### src/brfr_pkg.sv
package brfr_pkg;

   localparam int MAX_WIDTH_DEF  = 256;
   localparam int MAX_HEIGHT_DEF = 256;
   localparam int CHANNELS_DEF   = 3;

   localparam int CSR_AW = 5;

   localparam logic [2:0] REG_SRC_WIDTH  = 3'd0;
   localparam logic [2:0] REG_SRC_HEIGHT = 3'd1;
   localparam logic [2:0] REG_DST_WIDTH  = 3'd2;
   localparam logic [2:0] REG_DST_HEIGHT = 3'd3;
   localparam logic [2:0] REG_INV_SCALE  = 3'd4;

   localparam logic [8:0]  SIZE_RESET  = 9'd256;
   localparam logic [23:0] SCALE_RESET = 24'h010000;

   localparam int PROD_W = 36;
   localparam int TAP_W  = 20;

   typedef struct packed {
      logic       action;
      logic [7:0] pos_x;
      logic [7:0] pos_y;
      logic [1:0] channel;
      logic [7:0] sample;
   } brfr_req_type;

   typedef struct packed {
      logic [15:0] pixel_value;
      logic [7:0]  out_x;
      logic [7:0]  out_y;
      logic [1:0]  out_channel;
   } brfr_rsp_type;

   typedef struct packed {
      logic               is_pixel;
      logic               store_ok;
      logic               chan_ok;
      logic signed [10:0] off_x;
      logic signed [10:0] off_y;
      logic [7:0]         pos_x;
      logic [7:0]         pos_y;
      logic [1:0]         channel;
      logic [7:0]         sample;
   } brfr_cmd_type;

   typedef struct packed {
      logic [8:0]  src_width;
      logic [8:0]  src_height;
      logic [8:0]  dst_width;
      logic [8:0]  dst_height;
      logic [23:0] inv_scale;
   } brfr_cfg_type;

endpackage

### src/brfr_queue.sv
module brfr_queue
   import brfr_pkg::*;
(
   input  logic         clock,
   input  logic         reset,
   input  logic         push,
   input  brfr_cmd_type push_cmd,
   output logic         full,
   input  logic         pop,
   output logic         empty,
   output brfr_cmd_type pop_cmd
);

   brfr_cmd_type slot_ff [2];
   logic       wr_ptr_ff;
   logic       rd_ptr_ff;
   logic [1:0] count_ff;
   logic [1:0] count_in;

   assign full    = count_ff == 2'd2;
   assign empty   = count_ff == 2'd0;
   assign pop_cmd = slot_ff[rd_ptr_ff];

   always_comb begin
      count_in = count_ff;
      if (push && !pop) begin
         count_in = count_ff + 2'd1;
      end else if (pop && !push) begin
         count_in = count_ff - 2'd1;
      end
   end

   always_ff @(posedge clock) begin
      if (reset) begin
         wr_ptr_ff <= 1'b0;
         rd_ptr_ff <= 1'b0;
         count_ff  <= 2'd0;
      end else begin
         count_ff <= count_in;
         if (push) begin
            wr_ptr_ff <= ~wr_ptr_ff;
         end
         if (pop) begin
            rd_ptr_ff <= ~rd_ptr_ff;
         end
      end
   end

   always_ff @(posedge clock) begin
      if (push) begin
         slot_ff[wr_ptr_ff] <= push_cmd;
      end
   end

   assert property (@(posedge clock) disable iff (reset) full |-> !push)
      else $error("Word pushed into a full queue.");
   assert property (@(posedge clock) disable iff (reset) empty |-> !pop)
      else $error("Word popped from an empty queue.");

endmodule

### config.mk
export PLATFORM = sky130hd
export DESIGN_NAME = brfr_queue
export DESIGN_NICKNAME = d
export VERILOG_FILES = /design/src/brfr_pkg.sv /design/src/brfr_queue.sv
export SDC_FILE = /design/constraint.sdc
export NUM_CORES = 1
export LEC_CHECK = 0
export BUFFER_PORTS_ARGS = -buffer_cell sky130_fd_sc_hd__buf_2
export CORE_UTILIZATION = 45
export DETAILED_ROUTE_END_ITERATION = 8
export PLACE_DENSITY_LB_ADDON = 0.05
export SYNTH_ARGS = -nofsm -noshare
export SYNTH_HDL_FRONTEND = slang
export SYNTH_SLANG_ARGS = --single-unit
export TNS_END_PERCENT = 100
### constraint.sdc
create_clock -name clock -period 3.25 [get_ports clock]
set_input_delay 0.1625 -clock clock [delete_from_list [all_inputs] [get_ports clock]]
set_output_delay 0.1625 -clock clock [all_outputs]
set_load 0.01 [all_outputs]
==> results.txt <==
Outcome - completed
Worst reg-to-reg path cell count - 2
Leakage - 1.98 nW
Total routed wirelength - 6700 um
Die Width - 94.9 um
Top post-synthesis cells by area - edfxtp_1, mux2_2, dfxtp_1
Total CTS buffers - 9
Most frequent cells in the layout - buf_2, edfxtp_1, mux2_2, dlygate4sd3_1, clkbuf_8
CTS tree - done
Drt pass-1 iters - 4
Cells after synthesis - 181
Die Y - 94.9 um
Vias in the first global route - 2063
Routed wl met3 - 276 um
Power per cell area - 538 nW/um^2
Core Area - 8300 um^2
Design area - 5200 um^2
Final nets - 398
Synth Area per Inst - 21.5 um^2
Initial drt markers - 118
Cell area after synthesis - 3880 um^2
Distinct cell type count after synthesis - 16
Area fraction of the dominant cell type after synthesis - 78.9%
Metal2 WL - 3370 um
Setup Fix Bufs, Post-CTS - 0
Post-synthesis to final-layout area growth - 33.9%
Clock slew at reported path FFs - 90 ps
Hold path depth - 1
Seq/Total Area, Yosys - 81.5%
Max Cap Violations - 0
Hold_buf cts - 40
Wirelength per Cell - 14.8 um
Final min period - 1980 ps
Clk Latency, worst-skew pair - 350 ps
Period utilization - 61.0%
Hpwl dp - 4330 um
Fillers - 648
Slew Limit Fails - 0
Final setup fails - 0
Fmax - 504 MHz
CTS Buffer Depth - 2
Crit Path Category - register to output port
RePlAce Congestion - 0.663
IO Count - 108
Antenna viol nets, final - 0
Reg2reg start - wr_ptr_ff$_SDFFE_PP0P_
Total GRT Usage - 15.3%
Row Count - 33
Final Hold Vio Count - 0
GRT overflow - 0
Startpoint class of the critical path - register
Via density - 4.63
Sw Pwr - 0.000639 W
Leading area contributor after synthesis - edfxtp_1
Layout cell share with drive strength beyond 1 - 52.4%
Post-route setup slack - 1270 ps
Seq pwr share - 58.3%
Post-Place Cell Area - 4560 um^2
Cell Int Power - 0.00216 W
FF+latch area - 3160 um^2
Remaining DRCs - 0
RSZ-0062 raised after global routing - no
Pre-CTS setup slack - 1590 ps
Worst-Margin Slew - 534 ps
Hold/Removal Path Class - input pin to register
Setup crit end kind - output port
Pin count of the biggest net entering global routing - 41
Synth warn - 0
Hold_sp - push_cmd[28]
Setup TNS - 0 ps
H-tree levels - 3
Area of the multi-input gates - 687 um^2
Worst VDD drop - 0.234 mV
Most common cell after layout, fill and taps aside - buf_2
Initial antenna violation count - 0
First-pass GRT wire length - 10100 um
Worst hold margin - 13.7 ps
Flop-to-flop setup slack - 1590 ps
Top sig layer - met4
Hold Path End - slot_ff[1][28]$_DFFE_PP_
Vias - 2093
Worst-path maximum fanout - 18
#FFs+latches synth - 107
Clock Power Share - 28.6%
FF-to-FF End - slot_ff[1][33]$_DFFE_PP_
Clk_skew - 6.98 ps
Worst Path Required - 3090 ps
Sw Ratio - 22.8%
Worst Path Arrival - 1820 ps
Clock root buffer - clkbuf_8
# diodes - 0
Gate power share - 13.0%
Die area - 9000 um^2
IO buf count - 107
CTS sink cnt - 107
Max_slew headroom - 64.4%
Metal-1 WL - 2980 um
Syn_nets - 237
Initial Utilization - 46.8%
Resized cells post-CTS - 0
## Yosys cell counts
cell type,instances
or3_1,1
ha_1,1
mux2_2,51
buf_2,3
and2_1,1
xor2_1,2
edfxtp_1,102
a21oi_1,1
buf_4,3
inv_1,1
nor2_1,5
xnor2_1,2
and2b_2,1
dfxtp_1,5
o21ai_0,1
nor2b_1,1
## layer usage
layer  vias to the layer above  GRT usage (%)
met2                        63           25.5
li1                       1023              -
met4                         0           5.30
met1                       999           20.4
met5                         -              0
met3                         8           2.74
## cell type report
type                       instances  share of cell area [%]
sequential                       107                    60.9
tap                              105                    2.53
clock inverter                     7                    1.47
timing repair buffer             156                    19.5
multi-input combinational         67                    13.2
inverter                           1                  0.0722
clock buffer                       9                    2.38
## worst max-delay path, stage by stage (launching register included)
cell     delay, ps
dfxtp_2        610
buf_4          350
mux2_2         380
buf_2          140
## through the flow
| step | util (%) | power [W] | cells |
|---|---|---|---|
| after global routing | 62.7 | 0.00291 | 452 |
| after detailed placement | 54.9 | 0.00200 | 392 |
| after floorplan | - | 0.00185 | 181 |
| after global placement | 54.9 | 0.00199 | 392 |
| after CTS | 62.2 | 0.00283 | 448 |
| final | 62.7 | 0.00280 | 452 |
## power by group through the flow
stage               sequential [W]  combinational [W]  clock (W)
finish                     0.00163           0.000365   0.000801
global route               0.00164           0.000401   0.000870
CTS                        0.00163           0.000369   0.000822
detailed placement         0.00167           0.000329          0
global placement           0.00166           0.000329          0
floorplan                  0.00165           0.000195          0
## kinds of logic after synthesis
group           share of synthesized area [%]
compound gates                          0.258
xor+xnor                                0.903
fa+ha+maj                               0.322
buf+inv                                  1.06
flops                                    81.5
mux                                      14.8
simple gates                             1.19
## how the worst max path moves through the flow
stage	slack (ps)	end
finish	1270	pop_cmd[37]
global route	1170	pop_cmd[18]
CTS	1210	pop_cmd[37]
detailed placement	1590	slot_ff[1][40]$_DFFE_PP_
global placement	1590	slot_ff[1][41]$_DFFE_PP_
floorplan	180	slot_ff[0][0]$_DFFE_PP_
## registers in the layout, summed over array words and instances (netlist names), named ones only
register   cells
wr_ptr_ff      1
rd_ptr_ff      1
slot_ff      102
count_ff       2
No activity file was read; power rests on OpenSTA's default activity.
