File: src/brfr_pkg.sv
package brfr_pkg;

   localparam int MAX_WIDTH_DEF  = 256;
   localparam int MAX_HEIGHT_DEF = 256;
   localparam int CHANNELS_DEF   = 3;

   localparam int CSR_AW = 5;

   localparam logic [2:0] REG_SRC_WIDTH  = 3'd0;
   localparam logic [2:0] REG_SRC_HEIGHT = 3'd1;
   localparam logic [2:0] REG_DST_WIDTH  = 3'd2;
   localparam logic [2:0] REG_DST_HEIGHT = 3'd3;
   localparam logic [2:0] REG_INV_SCALE  = 3'd4;

   localparam logic [8:0]  SIZE_RESET  = 9'd256;
   localparam logic [23:0] SCALE_RESET = 24'h010000;

   localparam int PROD_W = 36;
   localparam int TAP_W  = 20;

   typedef struct packed {
      logic       action;
      logic [7:0] pos_x;
      logic [7:0] pos_y;
      logic [1:0] channel;
      logic [7:0] sample;
   } brfr_req_type;

   typedef struct packed {
      logic [15:0] pixel_value;
      logic [7:0]  out_x;
      logic [7:0]  out_y;
      logic [1:0]  out_channel;
   } brfr_rsp_type;

   typedef struct packed {
      logic               is_pixel;
      logic               store_ok;
      logic               chan_ok;
      logic signed [10:0] off_x;
      logic signed [10:0] off_y;
      logic [7:0]         pos_x;
      logic [7:0]         pos_y;
      logic [1:0]         channel;
      logic [7:0]         sample;
   } brfr_cmd_type;

   typedef struct packed {
      logic [8:0]  src_width;
      logic [8:0]  src_height;
      logic [8:0]  dst_width;
      logic [8:0]  dst_height;
      logic [23:0] inv_scale;
   } brfr_cfg_type;

endpackage

File: src/brfr_front.sv
module brfr_front
   import brfr_pkg::*;
#(
   parameter int MAX_WIDTH  = MAX_WIDTH_DEF,
   parameter int MAX_HEIGHT = MAX_HEIGHT_DEF,
   parameter int CHANNELS   = CHANNELS_DEF
) (
   input  brfr_req_type req_item,
   input  brfr_cfg_type cfg,
   output brfr_cmd_type cmd
);

   always_comb begin
      cmd.is_pixel = req_item.action;
      cmd.store_ok = (32'(req_item.pos_x) < MAX_WIDTH) && (32'(req_item.pos_y) < MAX_HEIGHT)
                     && (32'(req_item.channel) < CHANNELS);
      cmd.chan_ok  = 32'(req_item.channel) < CHANNELS;
      cmd.off_x    = $signed({2'b0, req_item.pos_x, 1'b0}) - $signed({2'b0, cfg.dst_width});
      cmd.off_y    = $signed({2'b0, req_item.pos_y, 1'b0}) - $signed({2'b0, cfg.dst_height});
      cmd.pos_x    = req_item.pos_x;
      cmd.pos_y    = req_item.pos_y;
      cmd.channel  = req_item.channel;
      cmd.sample   = req_item.sample;
   end

endmodule

File: config.mk
export PLATFORM = sky130hd
export DESIGN_NAME = brfr_front
export DESIGN_NICKNAME = d
export VERILOG_FILES = /design/src/brfr_pkg.sv /design/src/brfr_front.sv
export SDC_FILE = /design/constraint.sdc
export NUM_CORES = 1
export LEC_CHECK = 0
export ABC_AREA = 1
export BUFFER_PORTS_ARGS = -buffer_cell sky130_fd_sc_hd__buf_2
export CORE_MARGIN = 2
export CORE_UTILIZATION = 30
export DETAILED_ROUTE_END_ITERATION = 12
export PLACE_DENSITY = 0.75
export SYNTH_ARGS = -nofsm -noshare
export SYNTH_HDL_FRONTEND = slang
export SYNTH_SLANG_ARGS = --single-unit
File: constraint.sdc
create_clock -name vclk -period 2.06
set_input_delay 0.618 -clock vclk [all_inputs]
set_output_delay 0.618 -clock vclk [all_outputs]
set_load 0.01 [all_outputs]
==> results of run 1 <==
## metrics by stage
| stage | total power [W] | TNS (ns) | hold WS [ns] | cells | utilization |
|---|---|---|---|---|---|
| after global placement | 0.000527 | -3.61 | 1.24 | 337 | 0.443 |
| final | 0.000695 | -2.77 | 1.24 | 343 | 0.552 |
| after floorplan | 0.000374 | -0.0933 | 1.31 | 226 | - |
| after global routing | 0.000765 | -3.88 | 1.24 | 343 | 0.552 |
| after detailed placement | 0.000536 | -3.79 | 1.24 | 337 | 0.443 |
| after CTS | 0.000627 | -2.53 | 1.24 | 341 | 0.505 |
## per-layer routing
metal | track usage | up-vias
li1 | - | 779
met1 | 0.159 | 681
met4 | 0.0200 | 0
met5 | 0 | -
met3 | 0.00493 | 8
met2 | 0.312 | 47
## worst max-delay path, cell delays in order
cell and delay [ns]:
buf_8 0.08, inv_4 0.03, fa_2 0.39, nand2_2 0.10, nand2_4 0.06, nand3b_1 0.10, nand2_1 0.06, nand2_1 0.05
nand2_1 0.04, buf_2 0.13
## final timing paths
kind / startpoint / end / cells after the start
worst min-delay path: req_item[0] / cmd[0] / 0
worst max-delay path: cfg[33] / cmd[43] / 10
## cells by family after synthesis
group                    Yosys count
AO/OA/AOI/OAI                     10
XOR/XNOR                           6
buffers and inverters             78
AND/OR/NAND/NOR                  114
adder cells (fa/ha/maj)           18
## placed cells by master, fill, tap and decap left out
master	Yosys	layout
fa_2	0	2
a21oi_2	0	6
a21oi_1	8	2
inv_4	0	10
inv_12	0	1
nand3b_1	2	2
nand2_2	3	20
buf_12	0	1
buf_8	0	4
xnor2_1	3	1
xor2_1	3	3
inv_1	46	24
nor2_1	17	9
nor2_4	0	4
buf_2	0	58
nand3_1	12	8
nand3_2	0	4
buf_6	0	15
o21bai_1	2	2
xnor2_2	0	2
ha_1	16	1
nand2_4	0	9
ha_4	0	15
nand2_1	77	51
buf_4	32	21
or2_4	0	3
nor2_2	0	4
inv_2	0	11
## synth_stat cells
library cell   n
nor2_1        17
a21oi_1        8
nand2_1       77
ha_1          16
or2_1          3
o21bai_1       2
inv_1         46
nand3_1       12
buf_4         32
xnor2_1        3
fa_1           2
xor2_1         3
nand3b_1       2
nand2_2        3
## timing repair
item	CTS	global route
gates resized for setup	65	51
buffers inserted	4	2
pin swaps	48	36
setup endpoints to repair	19	18
## report_power, final
group	switching (W)	total, W	leakage, nW	internal, W
Sequential	0	0	0	0
Clock	0	0	0	0
Combinational	0.000350	0.000695	1.20	0.000345
Total	0.000350	0.000695	1.20	0.000345
## area by class of cell
| class | count | area, µm² | share of cell area |
|---|---|---|---|
| multi-input cells | 148 | 1220 | 0.557 |
| repair buffers | 99 | 697 | 0.318 |
| well taps | 50 | 62.6 | 0.0286 |
| inverters | 46 | 210 | 0.0959 |
==> results.py, run 1 <==
metrics = {
    "detailed_routing": {
        "first_iter_violations": 34,
        "drc": 0,
        "wl_met1_um": 1330,
        "ant_nets": 0,
        "drt-pass1-iter-count": 4,
        "wl_met2_um": 2190,
        "vias_per_cell": 4.42,
        "top_layer": "met4",
        "postRouteWirelength_um": 3740,
        "wl_met3_um": 172,
        "dr_total_vias": 1515,
        "wire_per_inst_um": 10.9,
    },
    "final_layout": {
        "nClkBuffers": 0,
        "seq_cells": 0,
        "final_area_um2": 2190,
        "nNetsFinal": 400,
        "fillers": 367,
        "regArea_um2": 0,
        "n_antenna_cell": 0,
        "area_growth_pct": 78.7,
        "drive_gt1_frac": 0.648,
    },
    "synthesis": {
        "synthDistinctLibCells": 14,
        "synth_compound_area_frac": 0.0449,
        "synth_top_area_cell": "nand2_1",
        "synthesis.area_um2": 1230,
        "synth_simple_gate_area_frac": 0.380,
        "syn_nets": 331,
        "synth_top_family_by_area": "simple AND/OR/NAND/NOR gates",
        "syn_inst": 226,
        "yosysSeqAreaShare": 0,
        "muxShareOfSynthArea": 0,
        "synthAdderAreaFrac": 0.196,
        "synth_xor_area_frac": 0.0429,
        "yosys_warnings": 0,
        "avgSynthCellArea_um2": 5.43,
        "netlist.area_leader.share": 0.236,
        "ys_top_cells_by_area": "nand2_1 (24%), buf_4 (20%), ha_1 (16%), inv_1 (14%), nor2_1 (5.2%)",
    },
    "grt": {
        "overflow": 0,
        "grt_pass1_wl_um": 5480,
        "grt_pass1_vias": 1384,
        "grt_max_degree": 7,
        "antenna_found_initial": 0,
        "groute.usage.overall": 0.147,
    },
    "place": {
        "place_congestion": 0.856,
        "post_dp_cell_area_um2": 1760,
        "dp_hpwl_um": 2670,
        "dp_slack_ns": -0.322,
        "io_buffers": 78,
    },
    "timing": {
        "final.min_clock_period_ns": 2.28,
        "rsz0062_at_grt": "yes",
        "hold_violations": 0,
        "slew_viol_final": 0,
        "setup_slack_ns": -0.218,
        "worstMarginPinSlew_ns": 0.191,
        "setup_viol": 18,
        "max_freq_mhz": 439,
        "finalCritPeriodShare": 1.11,
        "maxSlewHeadroom": 0.872,
    },
    "floorplanning": {
        "die_area_um2": 4610,
        "die_y_um": 67.9,
        "core.rowCount": 23,
        "ios": 138,
        "die_w_um": 67.9,
        "initial_core_util": 0.309,
        "core_area_um2": 3970,
    },
    "power_and_ir_drop": {
        "vdd_drop_max_v": 0.000185,
        "p_leak_nw": 1.20,
        "p_per_area_nw_per_um2": 317,
    },
    "job": {
        "cap_viol_max_count": 0,
    },
    "worst_setup_path": {
        "worstPathRequired_ns": 1.44,
        "start_kind": "primary input",
        "crit_path_end_kind": "output port",
        "worst-setup-path-type": "primary input to output port",
        "cp.arrival_ns": 1.66,
        "cp_max_fo": 3,
    },
    "min_path": {
        "hold_class": "primary input to output port",
    },
    "status": {
        "failed_checks": "negative setup slack",
        "status": "complete, but fails checks",
    },
    "cts": {
        "holdBufCountCts": 0,
    },
}
Note: power is estimated with default switching activity, not from simulation.
==> run 2: changes to the inputs <==
--- a/config.mk
+++ b/config.mk
@@ -6,11 +6,12 @@
 export NUM_CORES = 1
 export LEC_CHECK = 0
 export ABC_AREA = 1
+export ABC_CLOCK_PERIOD_IN_PS = 2060
 export BUFFER_PORTS_ARGS = -buffer_cell sky130_fd_sc_hd__buf_2
 export CORE_MARGIN = 2
 export CORE_UTILIZATION = 30
 export DETAILED_ROUTE_END_ITERATION = 12
-export PLACE_DENSITY = 0.75
+export PLACE_DENSITY = 0.84
 export SYNTH_ARGS = -nofsm -noshare
 export SYNTH_HDL_FRONTEND = slang
 export SYNTH_SLANG_ARGS = --single-unit
==> run 2 against run 1 <==
Worst hold slack stayed put; cell area is 1.8% higher; via count is 0.20% higher; the flow still finishes with violations (negative setup slack); highest routed layer unchanged; worst setup slack worse by 0.013 ns; core utilization is 0.98 points higher; sequential cell count stayed put; final cell count stayed put; first-iteration DRC count is 8.8% higher; power is 1.3% higher; combinational power is 1% higher; critical path depth stayed put; routed wire length is 4.0% higher.
==> results.py, run 2 (synthesis gave the netlist of run 1 again) <==
metrics = {
    "timing": {
        "setup_slack_ns": -0.230,
        "slew_viol_final": 0,
        "setup_viol": 18,
        "hold_violations": 0,
        "maxSlewHeadroom": 0.863,
        "final.min_clock_period_ns": 2.29,
        "max_freq_mhz": 437,
        "finalCritPeriodShare": 1.11,
        "worstMarginPinSlew_ns": 0.205,
        "rsz0062_at_grt": "yes",
    },
    "grt": {
        "antenna_found_initial": 0,
        "grt_max_degree": 7,
        "groute.usage.overall": 0.147,
        "grt_pass1_wl_um": 5490,
        "grt_pass1_vias": 1371,
        "overflow": 0,
    },
    "final_layout": {
        "n_antenna_cell": 0,
        "regArea_um2": 0,
        "nNetsFinal": 400,
        "final_common_cell": "buf_2",
        "fillers": 372,
        "seq_cells": 0,
        "multiInputGateArea_um2": 1230,
        "drive_gt1_frac": 0.659,
        "area_growth_pct": 81.8,
        "final_area_um2": 2230,
        "final_cell_mix": "buf_2 (53), nand2_1 (48), buf_6 (25)",
        "nClkBuffers": 0,
    },
    "detailed_routing": {
        "wire_per_inst_um": 11.3,
        "first_iter_violations": 37,
        "ant_nets": 0,
        "drc": 0,
        "vias_per_cell": 4.43,
        "drt-pass1-iter-count": 4,
        "postRouteWirelength_um": 3890,
        "dr_total_vias": 1518,
    },
    "power_and_ir_drop": {
        "seq_power_share": 0,
        "pwr-share-clk": 0,
        "vdd_drop_max_v": 0.000155,
        "net-switching-power_w": 0.000351,
        "p_leak_nw": 1.20,
        "pwr-share-comb": 1.000,
        "p_int_w": 0.000353,
        "p_sw_frac": 0.499,
        "p_per_area_nw_per_um2": 316,
    },
    "floorplanning": {
        "die_area_um2": 4610,
        "core_area_um2": 3970,
        "core.rowCount": 23,
        "initial_core_util": 0.309,
        "die_w_um": 67.9,
        "die_y_um": 67.9,
        "ios": 138,
    },
    "worst_setup_path": {
        "cp.arrival_ns": 1.67,
        "cp_max_fo": 3,
        "crit_path_end_kind": "output port",
        "start_kind": "primary input",
        "worstPathRequired_ns": 1.44,
        "worst-setup-path-type": "primary input to output port",
    },
    "place": {
        "post_dp_cell_area_um2": 1750,
        "dp_slack_ns": -0.298,
        "place_congestion": 0.809,
        "dp_hpwl_um": 2720,
        "io_buffers": 78,
    },
    "status": {
        "failed_checks": "negative setup slack",
        "status": "complete, but fails checks",
    },
    "cts": {
        "holdBufCountCts": 0,
    },
    "min_path": {
        "hold_class": "primary input to output port",
    },
    "job": {
        "cap_viol_max_count": 0,
    },
}
==> run 2: cell counts in the layout (fill, tap and decap cells not counted) <==
No cell type changed its count.
==> run 2: worst max-delay path, stage by stage <==
cell and delay [ns]:
buf_8 0.08, inv_4 0.03, fa_2 0.39, nand2_2 0.10, nand2_4 0.06, nand3b_1 0.11
nand2_1 0.06, nand2_1 0.05, nand2_1 0.04, buf_2 0.13
==> run 2: worst paths after layout <==
check / startpoint / end / depth (start not counted)
setup / recovery: cfg[33] / cmd[43] / 10
hold / removal: req_item[3] / cmd[3] / 0
==> run 2: what timing repair did <==
item	4_1_cts	5_1_grt
pin swaps	50	31
setup endpoints to repair	19	19
gates resized for setup	81	42
buffers inserted	3	5
endpoints found under the hold margin	0	0
==> run 2: layout make-up <==
type,instances,area share
inverters,46,0.0920
multi-input cells,148,0.552
well taps,50,0.0281
repair buffers,99,0.328
==> run 2: power by group through the flow <==
stage / Sequential [W] / Combinational [W] / Clock [W]
6_report: 0 / 0.000704 / 0
5_1_grt: 0 / 0.000769 / 0
4_1_cts: 0 / 0.000631 / 0
3_5_place_dp: 0 / 0.000532 / 0
3_3_place_gp: 0 / 0.000520 / 0
2_1_floorplan: 0 / 0.000374 / 0
==> run 2: metal layers <==
layer  up-vias  global-route usage  share of wire
li1        777                   -              -
met4         0              0.0275          0.017
met1       677               0.171           0.37
met3        10             0.00822          0.051
met2        54               0.292           0.56
met5         -                   0              0
==> run 2: metrics by stage <==
step / utilization / std cells / total power, W / TNS [ns] / hold WS [ns]
2_1_floorplan: - / 226 / 0.000374 / -0.0933 / 1.31
3_3_place_gp: 0.441 / 336 / 0.000520 / -3.50 / 1.24
3_5_place_dp: 0.441 / 336 / 0.000532 / -3.87 / 1.24
4_1_cts: 0.516 / 339 / 0.000631 / -2.60 / 1.24
5_1_grt: 0.561 / 343 / 0.000769 / -4.02 / 1.24
6_report: 0.561 / 343 / 0.000704 / -2.93 / 1.24
